File: src/hw/rtl/fqri_pkg.sv
// shared types, constants and codes of the fastq record index scanner
`timescale 1ns / 1ps

package fqri_pkg;

    localparam int OFFSET_BITS     = 48;
    localparam int NAME_LEN_BITS   = 16;
    localparam int BASE_BITS       = 40;
    localparam int SEQ_TOTAL_BITS  = BASE_BITS + 1;
    localparam int LINE_CNT_BITS   = 31;
    localparam int LINE_BITS       = 32;
    localparam int FIFO_DEPTH      = 4;
    localparam int FIFO_PTR_BITS   = $clog2(FIFO_DEPTH);
    localparam int FIFO_CNT_BITS   = $clog2(FIFO_DEPTH + 1);

    localparam logic [7:0] CHAR_NEWLINE = 8'h0A;
    localparam logic [7:0] CHAR_AT      = 8'h40;
    localparam logic [7:0] CHAR_PLUS    = 8'h2B;

    typedef enum logic [1:0] {
        KIND_INDEX = 2'd0,
        KIND_DONE  = 2'd1,
        KIND_ERROR = 2'd2
    } kind_t;

    typedef enum logic [2:0] {
        ERR_NONE        = 3'd0,
        ERR_NO_NAME     = 3'd1,
        ERR_EOF_NAME    = 3'd2,
        ERR_EMPTY_SEQ   = 3'd3,
        ERR_SEQ_LEN     = 3'd4,
        ERR_EMPTY_QUAL  = 3'd5,
        ERR_QUAL_LEN    = 3'd6,
        ERR_NO_RECORD   = 3'd7
    } err_t;

    typedef struct packed {
        logic [1:0]                   result_kind;
        logic [2:0]                   error_code;
        logic [OFFSET_BITS-1:0]       name_start;
        logic [NAME_LEN_BITS-1:0]     name_length;
        logic [BASE_BITS-1:0]         base_count;
        logic signed [LINE_BITS-1:0]  line_bytes;
        logic signed [LINE_BITS-1:0]  line_bases;
        logic [OFFSET_BITS-1:0]       sequence_start;
        logic [OFFSET_BITS-1:0]       quality_start;
        logic                         last_of_run;
    } result_t;

    // up to two results written into the result queue in one cycle
    typedef struct packed {
        logic [1:0] count;
        result_t    first;
        result_t    second;
    } push_t;

endpackage

File: src/hw/rtl/fqri_channels.sv
// valid/ready channel interfaces for the byte stream and the index results
`timescale 1ns / 1ps

interface fqri_stream_if;
    logic       valid;
    logic       ready;
    logic [7:0] data_byte;
    logic       end_of_stream;

    modport source (output valid, output data_byte, output end_of_stream, input ready);
    modport sink (input valid, input data_byte, input end_of_stream, output ready);
endinterface

interface fqri_result_if import fqri_pkg::*; ();
    logic                         valid;
    logic                         ready;
    logic [1:0]                   result_kind;
    logic [2:0]                   error_code;
    logic [OFFSET_BITS-1:0]       name_start;
    logic [NAME_LEN_BITS-1:0]     name_length;
    logic [BASE_BITS-1:0]         base_count;
    logic signed [LINE_BITS-1:0]  line_bytes;
    logic signed [LINE_BITS-1:0]  line_bases;
    logic [OFFSET_BITS-1:0]       sequence_start;
    logic [OFFSET_BITS-1:0]       quality_start;
    logic                         last_of_run;

    modport source (
        output valid, output result_kind, output error_code, output name_start,
        output name_length, output base_count, output line_bytes, output line_bases,
        output sequence_start, output quality_start, output last_of_run,
        input ready
    );
    modport sink (
        input valid, input result_kind, input error_code, input name_start,
        input name_length, input base_count, input line_bytes, input line_bases,
        input sequence_start, input quality_start, input last_of_run,
        output ready
    );
endinterface

File: src/hw/rtl/fqri_scanner.sv
// record state machine: per-byte state update and result generation
`timescale 1ns / 1ps

module fqri_scanner import fqri_pkg::*;
(
    input  logic       clk,
    input  logic       rst_n,
    input  logic       step_valid,
    input  logic [7:0] step_byte,
    input  logic       step_eos,
    output push_t      push
);

    typedef enum logic [7:0] {
        M_SEQ        = 8'b0000_0001,
        M_NAME       = 8'b0000_0010,
        M_LASTSEQ    = 8'b0000_0100,
        M_BEYONDSEQ  = 8'b0000_1000,
        M_QHEAD      = 8'b0001_0000,
        M_QUAL       = 8'b0010_0000,
        M_LASTQUAL   = 8'b0100_0000,
        M_BEYONDQUAL = 8'b1000_0000
    } mode_t;

    typedef enum logic [6:0] {
        P_START    = 7'b000_0001,
        P_NAMEWAIT = 7'b000_0010,
        P_NAME     = 7'b000_0100,
        P_HDRREST  = 7'b000_1000,
        P_PLUSREST = 7'b001_0000,
        P_SEQLINE  = 7'b010_0000,
        P_QUALLINE = 7'b100_0000
    } phase_t;

    localparam logic [OFFSET_BITS-1:0]    OFF_MAX      = {OFFSET_BITS{1'b1}};
    localparam logic [NAME_LEN_BITS-1:0]  NAME_MAX     = {NAME_LEN_BITS{1'b1}};
    localparam logic [LINE_CNT_BITS-1:0]  LINE_CNT_MAX = {LINE_CNT_BITS{1'b1}};
    localparam logic [SEQ_TOTAL_BITS-1:0] BASE_SAT     = {1'b0, {BASE_BITS{1'b1}}};
    localparam int                        SUM_PAD      = SEQ_TOTAL_BITS + 1 - LINE_CNT_BITS;

    mode_t                      mode_reg, mode_next;
    phase_t                     phase_reg, phase_next;
    logic [OFFSET_BITS-1:0]     pos_reg, pos_next;
    logic [SEQ_TOTAL_BITS-1:0]  stot_reg, stot_next;
    logic [LINE_BITS-1:0]       flb_reg, flb_next;
    logic [LINE_BITS-1:0]       flba_reg, flba_next;
    logic [LINE_CNT_BITS-1:0]   clb_reg, clb_next;
    logic [LINE_CNT_BITS-1:0]   clba_reg, clba_next;
    logic [OFFSET_BITS-1:0]     sstart_reg, sstart_next;
    logic [OFFSET_BITS-1:0]     qstart_reg, qstart_next;
    logic [OFFSET_BITS-1:0]     nstart_reg, nstart_next;
    logic [NAME_LEN_BITS-1:0]   nlen_reg, nlen_next;
    logic                       nseen_reg, nseen_next;
    logic                       halted_reg, halted_next;

    logic [OFFSET_BITS-1:0]     pos_adv;
    logic [LINE_CNT_BITS-1:0]   l1;
    logic [LINE_CNT_BITS-1:0]   l2;
    logic                       line_match;
    logic [SEQ_TOTAL_BITS:0]    seq_sum;
    logic [SEQ_TOTAL_BITS-1:0]  seq_total_sum;
    logic [LINE_CNT_BITS-1:0]   line_bytes_inc;
    logic [LINE_CNT_BITS-1:0]   line_bases_inc;
    logic                       byte_print;
    logic                       byte_space;
    logic                       seq_side;
    logic                       seq_end_err;
    logic                       qual_end_err;
    mode_t                      seq_end_mode;
    mode_t                      qual_end_mode;
    err_t                       err;

    function automatic result_t make_record(
        input logic [OFFSET_BITS-1:0]    nstart,
        input logic [NAME_LEN_BITS-1:0]  nlen,
        input logic [SEQ_TOTAL_BITS-1:0] stot,
        input logic [LINE_BITS-1:0]      flb,
        input logic [LINE_BITS-1:0]      flba,
        input logic [OFFSET_BITS-1:0]    sstart,
        input logic [OFFSET_BITS-1:0]    qstart,
        input logic                      last
    );
        result_t r;
        r = '0;
        r.result_kind    = KIND_INDEX;
        r.error_code     = ERR_NONE;
        r.name_start     = nstart;
        r.name_length    = nlen;
        r.base_count     = stot[BASE_BITS-1:0];
        r.line_bytes     = flb;
        r.line_bases     = flba;
        r.sequence_start = sstart;
        r.quality_start  = qstart;
        r.last_of_run    = last;
        return r;
    endfunction

    function automatic result_t make_status(
        input kind_t kind,
        input err_t  code
    );
        result_t r;
        r = '0;
        r.result_kind = kind;
        r.error_code  = code;
        r.last_of_run = 1'b1;
        return r;
    endfunction

    always_comb
    begin
        pos_adv    = (pos_reg != OFF_MAX) ? pos_reg + 1'b1 : pos_reg;
        l1         = (clb_reg != LINE_CNT_MAX) ? clb_reg + 1'b1 : LINE_CNT_MAX;
        l2         = clba_reg;
        line_match = ({1'b0, l1} == flb_reg) && ({1'b0, l2} == flba_reg);

        // saturating add onto a total that may still be minus one
        seq_sum = {stot_reg[SEQ_TOTAL_BITS-1], stot_reg} + {{SUM_PAD{1'b0}}, l2};
        if (seq_sum[SEQ_TOTAL_BITS])
            seq_total_sum = seq_sum[SEQ_TOTAL_BITS-1:0];
        else if (seq_sum[SEQ_TOTAL_BITS-1])
            seq_total_sum = BASE_SAT;
        else
            seq_total_sum = seq_sum[SEQ_TOTAL_BITS-1:0];

        byte_print = (step_byte >= 8'h21) && (step_byte <= 8'h7E);
        byte_space = (step_byte == 8'h20) || ((step_byte >= 8'h09) && (step_byte <= 8'h0D));
        line_bytes_inc = (clb_reg != LINE_CNT_MAX) ? clb_reg + 1'b1 : clb_reg;
        line_bases_inc = (byte_print && (clba_reg != LINE_CNT_MAX)) ? clba_reg + 1'b1
                                                                     : clba_reg;

        seq_side = (mode_reg == M_SEQ) || (mode_reg == M_NAME) ||
                   (mode_reg == M_LASTSEQ) || (mode_reg == M_BEYONDSEQ);

        seq_end_err  = (mode_reg == M_BEYONDSEQ) && (l2 != '0);
        qual_end_err = (mode_reg == M_BEYONDQUAL) && (l2 != '0);

        case (mode_reg)
            M_NAME:  seq_end_mode = M_SEQ;
            M_SEQ:   seq_end_mode = line_match ? M_SEQ : M_LASTSEQ;
            default: seq_end_mode = mode_reg;
        endcase

        case (mode_reg)
            M_QHEAD, M_QUAL: qual_end_mode = line_match ? M_QUAL : M_LASTQUAL;
            default:         qual_end_mode = mode_reg;
        endcase

        mode_next   = mode_reg;
        phase_next  = phase_reg;
        pos_next    = pos_reg;
        stot_next   = stot_reg;
        flb_next    = flb_reg;
        flba_next   = flba_reg;
        clb_next    = clb_reg;
        clba_next   = clba_reg;
        sstart_next = sstart_reg;
        qstart_next = qstart_reg;
        nstart_next = nstart_reg;
        nlen_next   = nlen_reg;
        nseen_next  = nseen_reg;
        halted_next = halted_reg;
        err         = ERR_NONE;
        push        = '0;

        if (step_valid && step_eos)
        begin
            if (!halted_reg)
            begin
                // close whatever line is open
                case (phase_reg)
                    P_NAMEWAIT, P_NAME:
                        err = ERR_EOF_NAME;
                    P_HDRREST:
                        sstart_next = pos_reg;
                    P_PLUSREST:
                        qstart_next = pos_reg;
                    P_SEQLINE:
                    begin
                        if (seq_end_err)
                            err = ERR_SEQ_LEN;
                        else
                        begin
                            stot_next = seq_total_sum;
                            mode_next = seq_end_mode;
                            if (mode_reg == M_NAME)
                            begin
                                flb_next  = {1'b0, l1};
                                flba_next = {1'b0, l2};
                            end
                        end
                    end
                    P_QUALLINE:
                    begin
                        if (qual_end_err)
                            err = ERR_QUAL_LEN;
                    end
                    default:
                        err = ERR_NONE;
                endcase

                if (err == ERR_NONE)
                begin
                    if (!stot_next[SEQ_TOTAL_BITS-1])
                    begin
                        if (!nseen_reg)
                            err = ERR_NO_NAME;
                        else
                        begin
                            push.count  = 2'd2;
                            push.first  = make_record(nstart_reg, nlen_reg, stot_next,
                                                      flb_next, flba_next, sstart_next,
                                                      qstart_next, 1'b0);
                            push.second = make_status(KIND_DONE, ERR_NONE);
                        end
                    end
                    else
                        err = ERR_NO_RECORD;
                end

                if (err != ERR_NONE)
                begin
                    push.count = 2'd1;
                    push.first = make_status(KIND_ERROR, err);
                end
            end

            // end marker always returns the block to its reset state
            mode_next   = M_SEQ;
            phase_next  = P_START;
            pos_next    = '0;
            stot_next   = '1;
            flb_next    = '1;
            flba_next   = '1;
            clb_next    = '0;
            clba_next   = '0;
            sstart_next = '0;
            qstart_next = '0;
            nstart_next = '0;
            nlen_next   = '0;
            nseen_next  = 1'b0;
            halted_next = 1'b0;
        end
        else if (step_valid && !halted_reg)
        begin
            case (phase_reg)
                P_START:
                begin
                    if (step_byte == CHAR_NEWLINE)
                    begin
                        if (mode_reg == M_NAME)
                            sstart_next = pos_adv;
                        else if ((mode_reg == M_SEQ) && !stot_reg[SEQ_TOTAL_BITS-1])
                            mode_next = M_LASTSEQ;
                    end
                    else if (step_byte == CHAR_AT)
                    begin
                        if (!stot_reg[SEQ_TOTAL_BITS-1] && !nseen_reg)
                            err = ERR_NO_NAME;
                        else
                        begin
                            // a new header flushes the record before it
                            if (!stot_reg[SEQ_TOTAL_BITS-1])
                            begin
                                push.count = 2'd1;
                                push.first = make_record(nstart_reg, nlen_reg, stot_reg,
                                                         flb_reg, flba_reg, sstart_reg,
                                                         qstart_reg, 1'b1);
                            end
                            nseen_next  = 1'b1;
                            nlen_next   = '0;
                            nstart_next = pos_adv;
                            phase_next  = P_NAMEWAIT;
                        end
                    end
                    else if (step_byte == CHAR_PLUS)
                    begin
                        mode_next  = M_QHEAD;
                        phase_next = P_PLUSREST;
                    end
                    else if (seq_side)
                    begin
                        if (mode_reg == M_BEYONDSEQ)
                            err = ERR_EMPTY_SEQ;
                        else
                        begin
                            if (mode_reg == M_LASTSEQ)
                                mode_next = M_BEYONDSEQ;
                            clb_next   = LINE_CNT_BITS'(1);
                            clba_next  = LINE_CNT_BITS'(byte_print);
                            phase_next = P_SEQLINE;
                        end
                    end
                    else
                    begin
                        if (mode_reg == M_BEYONDQUAL)
                            err = ERR_EMPTY_QUAL;
                        else
                        begin
                            if (mode_reg == M_LASTQUAL)
                                mode_next = M_BEYONDQUAL;
                            clb_next   = LINE_CNT_BITS'(1);
                            clba_next  = LINE_CNT_BITS'(byte_print);
                            phase_next = P_QUALLINE;
                        end
                    end
                end
                P_NAMEWAIT:
                begin
                    if (!byte_space)
                    begin
                        nstart_next = pos_reg;
                        nlen_next   = NAME_LEN_BITS'(1);
                        phase_next  = P_NAME;
                    end
                    else if (step_byte == CHAR_NEWLINE)
                    begin
                        mode_next   = M_NAME;
                        stot_next   = '0;
                        sstart_next = pos_adv;
                        phase_next  = P_START;
                    end
                end
                P_NAME:
                begin
                    if (!byte_space)
                    begin
                        if (nlen_reg != NAME_MAX)
                            nlen_next = nlen_reg + 1'b1;
                    end
                    else
                    begin
                        mode_next   = M_NAME;
                        stot_next   = '0;
                        sstart_next = pos_adv;
                        phase_next  = (step_byte == CHAR_NEWLINE) ? P_START : P_HDRREST;
                    end
                end
                P_HDRREST:
                begin
                    if (step_byte == CHAR_NEWLINE)
                    begin
                        sstart_next = pos_adv;
                        phase_next  = P_START;
                    end
                end
                P_PLUSREST:
                begin
                    if (step_byte == CHAR_NEWLINE)
                    begin
                        qstart_next = pos_adv;
                        phase_next  = P_START;
                    end
                end
                P_SEQLINE:
                begin
                    if (step_byte == CHAR_NEWLINE)
                    begin
                        phase_next = P_START;
                        if (seq_end_err)
                            err = ERR_SEQ_LEN;
                        else
                        begin
                            stot_next = seq_total_sum;
                            mode_next = seq_end_mode;
                            if (mode_reg == M_NAME)
                            begin
                                flb_next  = {1'b0, l1};
                                flba_next = {1'b0, l2};
                            end
                        end
                    end
                    else
                    begin
                        clb_next  = line_bytes_inc;
                        clba_next = line_bases_inc;
                    end
                end
                P_QUALLINE:
                begin
                    if (step_byte == CHAR_NEWLINE)
                    begin
                        phase_next = P_START;
                        if (qual_end_err)
                            err = ERR_QUAL_LEN;
                        else
                            mode_next = qual_end_mode;
                    end
                    else
                    begin
                        clb_next  = line_bytes_inc;
                        clba_next = line_bases_inc;
                    end
                end
                default:
                    phase_next = P_START;
            endcase

            pos_next = pos_adv;
            if (err != ERR_NONE)
            begin
                halted_next = 1'b1;
                push.count  = 2'd1;
                push.first  = make_status(KIND_ERROR, err);
            end
        end
    end

    always_ff @(posedge clk or negedge rst_n)
    begin
        if (!rst_n)
        begin
            mode_reg   <= M_SEQ;
            phase_reg  <= P_START;
            pos_reg    <= '0;
            stot_reg   <= '1;
            flb_reg    <= '1;
            flba_reg   <= '1;
            clb_reg    <= '0;
            clba_reg   <= '0;
            sstart_reg <= '0;
            qstart_reg <= '0;
            nstart_reg <= '0;
            nlen_reg   <= '0;
            nseen_reg  <= 1'b0;
            halted_reg <= 1'b0;
        end
        else
        begin
            mode_reg   <= mode_next;
            phase_reg  <= phase_next;
            pos_reg    <= pos_next;
            stot_reg   <= stot_next;
            flb_reg    <= flb_next;
            flba_reg   <= flba_next;
            clb_reg    <= clb_next;
            clba_reg   <= clba_next;
            sstart_reg <= sstart_next;
            qstart_reg <= qstart_next;
            nstart_reg <= nstart_next;
            nlen_reg   <= nlen_next;
            nseen_reg  <= nseen_next;
            halted_reg <= halted_next;
        end
    end

endmodule

File: src/hw/rtl/fqri_result_fifo.sv
// small result queue: up to two writes and one read per cycle
`timescale 1ns / 1ps

module fqri_result_fifo import fqri_pkg::*;
(
    input  logic                     clk,
    input  logic                     rst_n,
    input  push_t                    push,
    input  logic                     pop,
    output result_t                  head,
    output logic                     not_empty,
    output logic [FIFO_CNT_BITS-1:0] count
);

    result_t                  entries [FIFO_DEPTH];
    logic [FIFO_PTR_BITS-1:0] wr_ptr_reg, wr_ptr_next;
    logic [FIFO_PTR_BITS-1:0] wr_ptr_plus;
    logic [FIFO_PTR_BITS-1:0] rd_ptr_reg, rd_ptr_next;
    logic [FIFO_CNT_BITS-1:0] count_reg, count_next;

    always_comb
    begin
        wr_ptr_plus = wr_ptr_reg + 1'b1;
        wr_ptr_next = wr_ptr_reg + FIFO_PTR_BITS'(push.count);
        rd_ptr_next = rd_ptr_reg + FIFO_PTR_BITS'(pop);
        count_next  = count_reg + FIFO_CNT_BITS'(push.count) - FIFO_CNT_BITS'(pop);
    end

    always_ff @(posedge clk)
    begin
        if (push.count != 2'd0)
            entries[wr_ptr_reg] <= push.first;
        if (push.count == 2'd2)
            entries[wr_ptr_plus] <= push.second;
    end

    always_ff @(posedge clk or negedge rst_n)
    begin
        if (!rst_n)
        begin
            wr_ptr_reg <= '0;
            rd_ptr_reg <= '0;
            count_reg  <= '0;
        end
        else
        begin
            wr_ptr_reg <= wr_ptr_next;
            rd_ptr_reg <= rd_ptr_next;
            count_reg  <= count_next;
        end
    end

    assign head      = entries[rd_ptr_reg];
    assign not_empty = (count_reg != '0);
    assign count     = count_reg;

endmodule

File: src/hw/rtl/fastq_record_index_scanner_core.sv
// top level of the fastq record index scanner
`timescale 1ns / 1ps

// usage:
// - stream carries one text byte per transaction (data_byte); a transaction with
//   end_of_stream set flushes the last record, reports finished or error, and
//   returns the scanner to its reset state (its data_byte is ignored)
// - result carries one index entry or status per transaction; last_of_run marks
//   the final result caused by one stream transaction
// - a byte taken from the stream is held in the input register, then updates the record
//   state and the result queue, from whose head its first result can leave
// - throughput: one byte per cycle while the queue has room; the rate is set by
//   the record state update and by the four-entry result queue, which must keep
//   room for two results of the byte in the input register plus two of the next one
// - a result leaving in the same cycle frees its entry for that count, so
//   results that drain as fast as they arrive never slow the input
// - an end marker gives up to two results, so it can use two result transactions
// - when the receiver stalls, results wait in the queue and stream.ready drops
//   once the queue could no longer absorb the worst case; nothing is lost
// - after an error, bytes are taken and dropped until the end marker
// - rst_n clears the input valid flag, the queue pointers and all record state;
//   byte positions count from zero after reset or after an end marker

module fastq_record_index_scanner_core import fqri_pkg::*;
(
    input  logic            clk,
    input  logic            rst_n,
    fqri_stream_if.sink     stream,
    fqri_result_if.source   result
);

    // input register
    logic                     s1_valid_reg;
    logic [7:0]               s1_byte_reg;
    logic                     s1_eos_reg;

    push_t                    push;
    result_t                  head;
    logic                     head_valid;
    logic [FIFO_CNT_BITS-1:0] fifo_count;
    logic [FIFO_CNT_BITS:0]   committed;
    logic                     in_fire;
    logic                     out_fire;

    // queue entries already claimed, counting the byte still in the input register
    // and giving back the entry that leaves at this edge
    assign committed = {1'b0, fifo_count} + (s1_valid_reg ? (FIFO_CNT_BITS+1)'(2)
                                                          : (FIFO_CNT_BITS+1)'(0))
                       - (FIFO_CNT_BITS+1)'(out_fire);
    assign stream.ready = (committed <= (FIFO_CNT_BITS+1)'(FIFO_DEPTH - 2));
    assign in_fire  = stream.valid && stream.ready;
    assign out_fire = head_valid && result.ready;

    always_ff @(posedge clk or negedge rst_n)
    begin
        if (!rst_n)
            s1_valid_reg <= 1'b0;
        else
            s1_valid_reg <= in_fire;
    end

    // payload needs no reset
    always_ff @(posedge clk)
    begin
        if (in_fire)
        begin
            s1_byte_reg <= stream.data_byte;
            s1_eos_reg  <= stream.end_of_stream;
        end
    end

    fqri_scanner u_scanner (
        .clk        (clk),
        .rst_n      (rst_n),
        .step_valid (s1_valid_reg),
        .step_byte  (s1_byte_reg),
        .step_eos   (s1_eos_reg),
        .push       (push)
    );

    fqri_result_fifo u_result_fifo (
        .clk       (clk),
        .rst_n     (rst_n),
        .push      (push),
        .pop       (out_fire),
        .head      (head),
        .not_empty (head_valid),
        .count     (fifo_count)
    );

    // result channel straight from the queue head
    assign result.valid          = head_valid;
    assign result.result_kind    = head.result_kind;
    assign result.error_code     = head.error_code;
    assign result.name_start     = head.name_start;
    assign result.name_length    = head.name_length;
    assign result.base_count     = head.base_count;
    assign result.line_bytes     = head.line_bytes;
    assign result.line_bases     = head.line_bases;
    assign result.sequence_start = head.sequence_start;
    assign result.quality_start  = head.quality_start;
    assign result.last_of_run    = head.last_of_run;

endmodule
File: src/flat_wrapper.sv
// flat-port wrapper written by rule: the top's interface ports become plain ports
module fastq_record_index_scanner_core_flat import fqri_pkg::*;
  (clk, rst_n, stream_valid, stream_data_byte, stream_end_of_stream, stream_ready, result_valid, result_result_kind, result_error_code, result_name_start, result_name_length, result_base_count, result_line_bytes, result_line_bases, result_sequence_start, result_quality_start, result_last_of_run, result_ready);
  fqri_stream_if stream_i ();
  fqri_result_if result_i ();
  input  logic clk;
  input  logic rst_n;
  input wire logic [$bits(stream_i.valid)-1:0] stream_valid;
  input wire logic [$bits(stream_i.data_byte)-1:0] stream_data_byte;
  input wire logic [$bits(stream_i.end_of_stream)-1:0] stream_end_of_stream;
  output wire logic [$bits(stream_i.ready)-1:0] stream_ready;
  output wire logic [$bits(result_i.valid)-1:0] result_valid;
  output wire logic [$bits(result_i.result_kind)-1:0] result_result_kind;
  output wire logic [$bits(result_i.error_code)-1:0] result_error_code;
  output wire logic [$bits(result_i.name_start)-1:0] result_name_start;
  output wire logic [$bits(result_i.name_length)-1:0] result_name_length;
  output wire logic [$bits(result_i.base_count)-1:0] result_base_count;
  output wire logic [$bits(result_i.line_bytes)-1:0] result_line_bytes;
  output wire logic [$bits(result_i.line_bases)-1:0] result_line_bases;
  output wire logic [$bits(result_i.sequence_start)-1:0] result_sequence_start;
  output wire logic [$bits(result_i.quality_start)-1:0] result_quality_start;
  output wire logic [$bits(result_i.last_of_run)-1:0] result_last_of_run;
  input wire logic [$bits(result_i.ready)-1:0] result_ready;
  assign stream_i.valid = stream_valid;
  assign stream_i.data_byte = stream_data_byte;
  assign stream_i.end_of_stream = stream_end_of_stream;
  assign stream_ready = stream_i.ready;
  assign result_valid = result_i.valid;
  assign result_result_kind = result_i.result_kind;
  assign result_error_code = result_i.error_code;
  assign result_name_start = result_i.name_start;
  assign result_name_length = result_i.name_length;
  assign result_base_count = result_i.base_count;
  assign result_line_bytes = result_i.line_bytes;
  assign result_line_bases = result_i.line_bases;
  assign result_sequence_start = result_i.sequence_start;
  assign result_quality_start = result_i.quality_start;
  assign result_last_of_run = result_i.last_of_run;
  assign result_i.ready = result_ready;
  fastq_record_index_scanner_core u_core (.clk(clk), .rst_n(rst_n), .stream(stream_i), .result(result_i));
endmodule
File: config.mk
export PLATFORM = sky130hd
export DESIGN_NAME = fastq_record_index_scanner_core_flat
export DESIGN_NICKNAME = d
export VERILOG_FILES = /design/src/hw/rtl/fqri_pkg.sv /design/src/hw/rtl/fqri_channels.sv /design/src/hw/rtl/fqri_scanner.sv /design/src/hw/rtl/fqri_result_fifo.sv /design/src/hw/rtl/fastq_record_index_scanner_core.sv /design/src/flat_wrapper.sv
export SDC_FILE = /design/constraint.sdc
export NUM_CORES = 2
export LEC_CHECK = 0
export CORE_AREA = 5 5 569 290
export CTS_CLUSTER_DIAMETER = 150
export CTS_CLUSTER_SIZE = 12
export DETAILED_ROUTE_END_ITERATION = 6
export DIE_AREA = 0 0 574 295
export DONT_BUFFER_PORTS = 1
export SYNTH_ARGS = -nofsm -noshare
export SYNTH_HDL_FRONTEND = slang
export SYNTH_SLANG_ARGS = --single-unit
File: constraint.sdc
create_clock -name clk -period 4.5 [get_ports clk]
set_input_delay 0.45 -clock clk [delete_from_list [all_inputs] [get_ports clk]]
set_output_delay 0.45 -clock clk [all_outputs]
set_load 0.1 [all_outputs]
==> flow_summary.toml <==
[final_layout]
layout.cells.most_common = "nand2_1"
drive_above_1_share = 0.132
final_cell_mix = "nand2_1 (1561), nand3_1 (1141), dfxtp_1 (1072)"
finish.instance_area_um2 = 77300
largest_register_ffs = 1080
syn2layout_area_growth_pct = 11.1
regMostFlops = "u_core.u_result_fifo.entries"
fillers = 14774
final_net_count = 7647

[place]
postPlaceCellArea_um2 = 72900
portBuffers = 0
place.gp.congestion = 0.958
dp_hpwl_um = 173000

[floorplan]
initial_core_util = 0.436
die_h_um = 295
row_count = 104
die_area_um2 = 169000
die_w_um = 574
ios = 285
coreArea_um2 = 159000

[power_and_ir_drop]
power_density_nw_per_um2 = 444
worst_ir_drop_vdd_uv = 340
leakage_nw = 30.1
total_power_mw = 34.3

[timing]
holdWs_ns = -0.593
tightestPinTransition_ns = 1.08
fin_crit_ns = 4.35
finalHoldViolations = 392
slew-limit-headroom = 0.275
max_freq_ghz = 0.230
grt_setup_unrepaired = "no"
setup_violations = 0
finalSetupTns_ns = 0
finalMaxSlewViolations = 0
timing.final.crit_share = 0.967
fin_worst_skew_ns = 0.0710

[setup_path]
worstPathArrival_ns = 5.00
worst-path-buf-inv = 2
max_stage_delay_ns = 0.90
path_cells = "nand4_1 -> nor4_1 -> nand4_1 -> buf_4 -> nand3_1 -> o21ai_0 -> a2111oi_0 -> o2111ai_1 -> and4bb_1 -> buf_4 -> nor3_1 -> mux2_2"
r2r_setup_slack_ns = 0.15
worstSetupPathType = "reg -> reg"
start_kind = "flop"
cp_slowest_cell = "nor4_1"
rr_startpoint = "u_core.u_scanner.clb_reg[10]$_DFFE_PN0P_"
endpoint_kind = "flop"
ff2ff_path_depth = 12
crit_family = "simple AND/OR/NAND/NOR gates"
crit_path_max_fanout = 9
reg2reg_to = "u_core.u_scanner.mode_reg[6]$_DFFE_PN0P_"
worstPathRequired_ns = 5.15

[cts]
worst_skew_pair.late_latency_ns = 0.80
cts_tree = "yes"
postCtsHoldBufs = 9
clockRootBuffer = "clkbuf_16"
cts_buffer_depth = 4
cts_max_level = 4
clk_pin_slew_ns = 0.07
cts_buffers = 150
cts.sinks = 1489

[grt]
antenna_found_initial = 7
grt.total_usage = 0.290
grt_pass1_vias = 55920
grt_pass1_wl_um = 378000
grt_start_max_net_pins = 401
grt_overflow = 0

[yosys]
ys_seq_area_frac = 0.462
postSynthCellCount = 7782
syn_area_um2 = 69600
synthArstFlopShare = 0.269
synth_edf_count = 17
yosys_warnings = 0
syn_avg_cell_area_um2 = 8.94
synth_cell_types = 109
synth_flop_cell = "dfxtp_1"
synth_nets = 7841
ys_ff_latch = 1489

[run_status]
violations = "hold timing"
status = "finished, violations left"

[drt]
wl_um = 254000
detail_route.wl_per_cell_um = 26.0
vias_per_cell = 6.18
drtPass1Iterations = 6
ant_nets = 0
drc_errors = 0
drt_iter0_markers = 8053
vias = 60506

[hold_path]
hold_path_class = "in -> async"

[job]
cap_violations = 0
[how the worst max path moves through the flow]
| stage | startpoint | end | cells after the start |
|---|---|---|---|
| 2_1_floorplan | u_core.u_result_fifo.count[2]$_DFF_PN0_ | u_core.s1_byte_reg[0]$_DFFE_PP_ | 10 |
| 3_3_place_gp | u_core.u_scanner.clb_reg[1]$_DFFE_PN0P_ | u_core.u_scanner.mode_reg[6]$_DFFE_PN0P_ | 14 |
| 3_5_place_dp | u_core.u_scanner.stot_reg[0]$_DFFE_PN1P_ | u_core.u_result_fifo.entries[0][240]$_SDFFE_PP0P_ | 13 |
| 4_1_cts | u_core.u_scanner.stot_reg[0]$_DFFE_PN1P_ | u_core.u_result_fifo.entries[0][240]$_SDFFE_PP0P_ | 13 |
| 5_1_grt | u_core.u_scanner.clba_reg[21]$_DFFE_PN0P_ | u_core.u_result_fifo.entries[2][154]$_SDFFE_PP0P_ | 15 |
| 6_report | u_core.u_scanner.clb_reg[10]$_DFFE_PN0P_ | u_core.u_scanner.mode_reg[6]$_DFFE_PN0P_ | 12 |
[routing by layer]
metal	up-vias	track usage	part of all wire
met1	29793	0.441	0.45
li1	27210	-	-
met3	295	0.136	0.15
met2	3202	0.369	0.38
met5	-	0	0.0012
met4	6	0.0571	0.020
[stage by stage]
stage / setup slack (ns) / util / cells
floorplan: 0.305 / - / 7782
global placement: 0.150 / 0.458 / 9543
detailed placement: 0.124 / 0.458 / 9543
CTS: 0.120 / 0.484 / 9778
global route: 0.0289 / 0.485 / 9782
finish: 0.150 / 0.485 / 9784
[Yosys cell counts (75+ instances only)]
cell type  count  share of area
a21oi_1      434          0.031
dfstp_2      107          0.040
nor2_1       256          0.014
o21ai_0      522          0.038
clkbuf_1     335          0.018
nand2_1     1566          0.084
xnor2_1      117          0.015
o21ai_1       95         0.0068
a22o_1       117          0.015
dfrtp_1      293           0.11
nand3_1     1141          0.082
buf_1         75         0.0040
buf_4         85         0.0092
o31ai_1      127          0.014
mux4_2       270          0.087
buf_2        193          0.014
dfxtp_1     1072           0.31
xor2_1        98          0.012
[repair_timing]
item,CTS,global route
resized for setup,3,8
buffers inserted,0,4
pin swaps,1,1
gates cloned,0,0
endpoints found under the setup margin,1,336
hold endpoints to repair,409,400
[where the power goes]
group / internal, mW / total [mW] / switching (mW)
clock network: 6.24 / 11.6 / 5.35
registers: 14.2 / 15.3 / 1.08
logic: 2.53 / 7.44 / 4.91
total: 23.0 / 34.3 / 11.3
[cell families (layout without fill, tap and decap cells)]
family | count (synthesis) | after routing | synth area share
AND/OR/NAND/NOR | 3314 | 3314 | 0.214
XOR/XNOR | 216 | 216 | 0.0274
buffers and inverters | 785 | 665 | 0.0534
other | 0 | 2 | 0
flip-flops | 1489 | 1489 | 0.462
multiplexers | 284 | 284 | 0.0895
AO/OA/AOI/OAI | 1648 | 1648 | 0.146
adder cells (fa/ha/maj) | 46 | 46 | 0.00860
[final cells by class]
type	instances	area, um^2	share of cell area
multi-input combinational	5508	34000	0.440
sequential	1489	32100	0.416
timing repair buffer	372	4100	0.0530
clock buffer	221	4080	0.0529
tap	2120	2650	0.0343
inverter	67	251	0.00325
clock inverter	5	61.3	0.000793
antenna	2	5.00	0.0000648
Power figures use the tool's default switching activity.
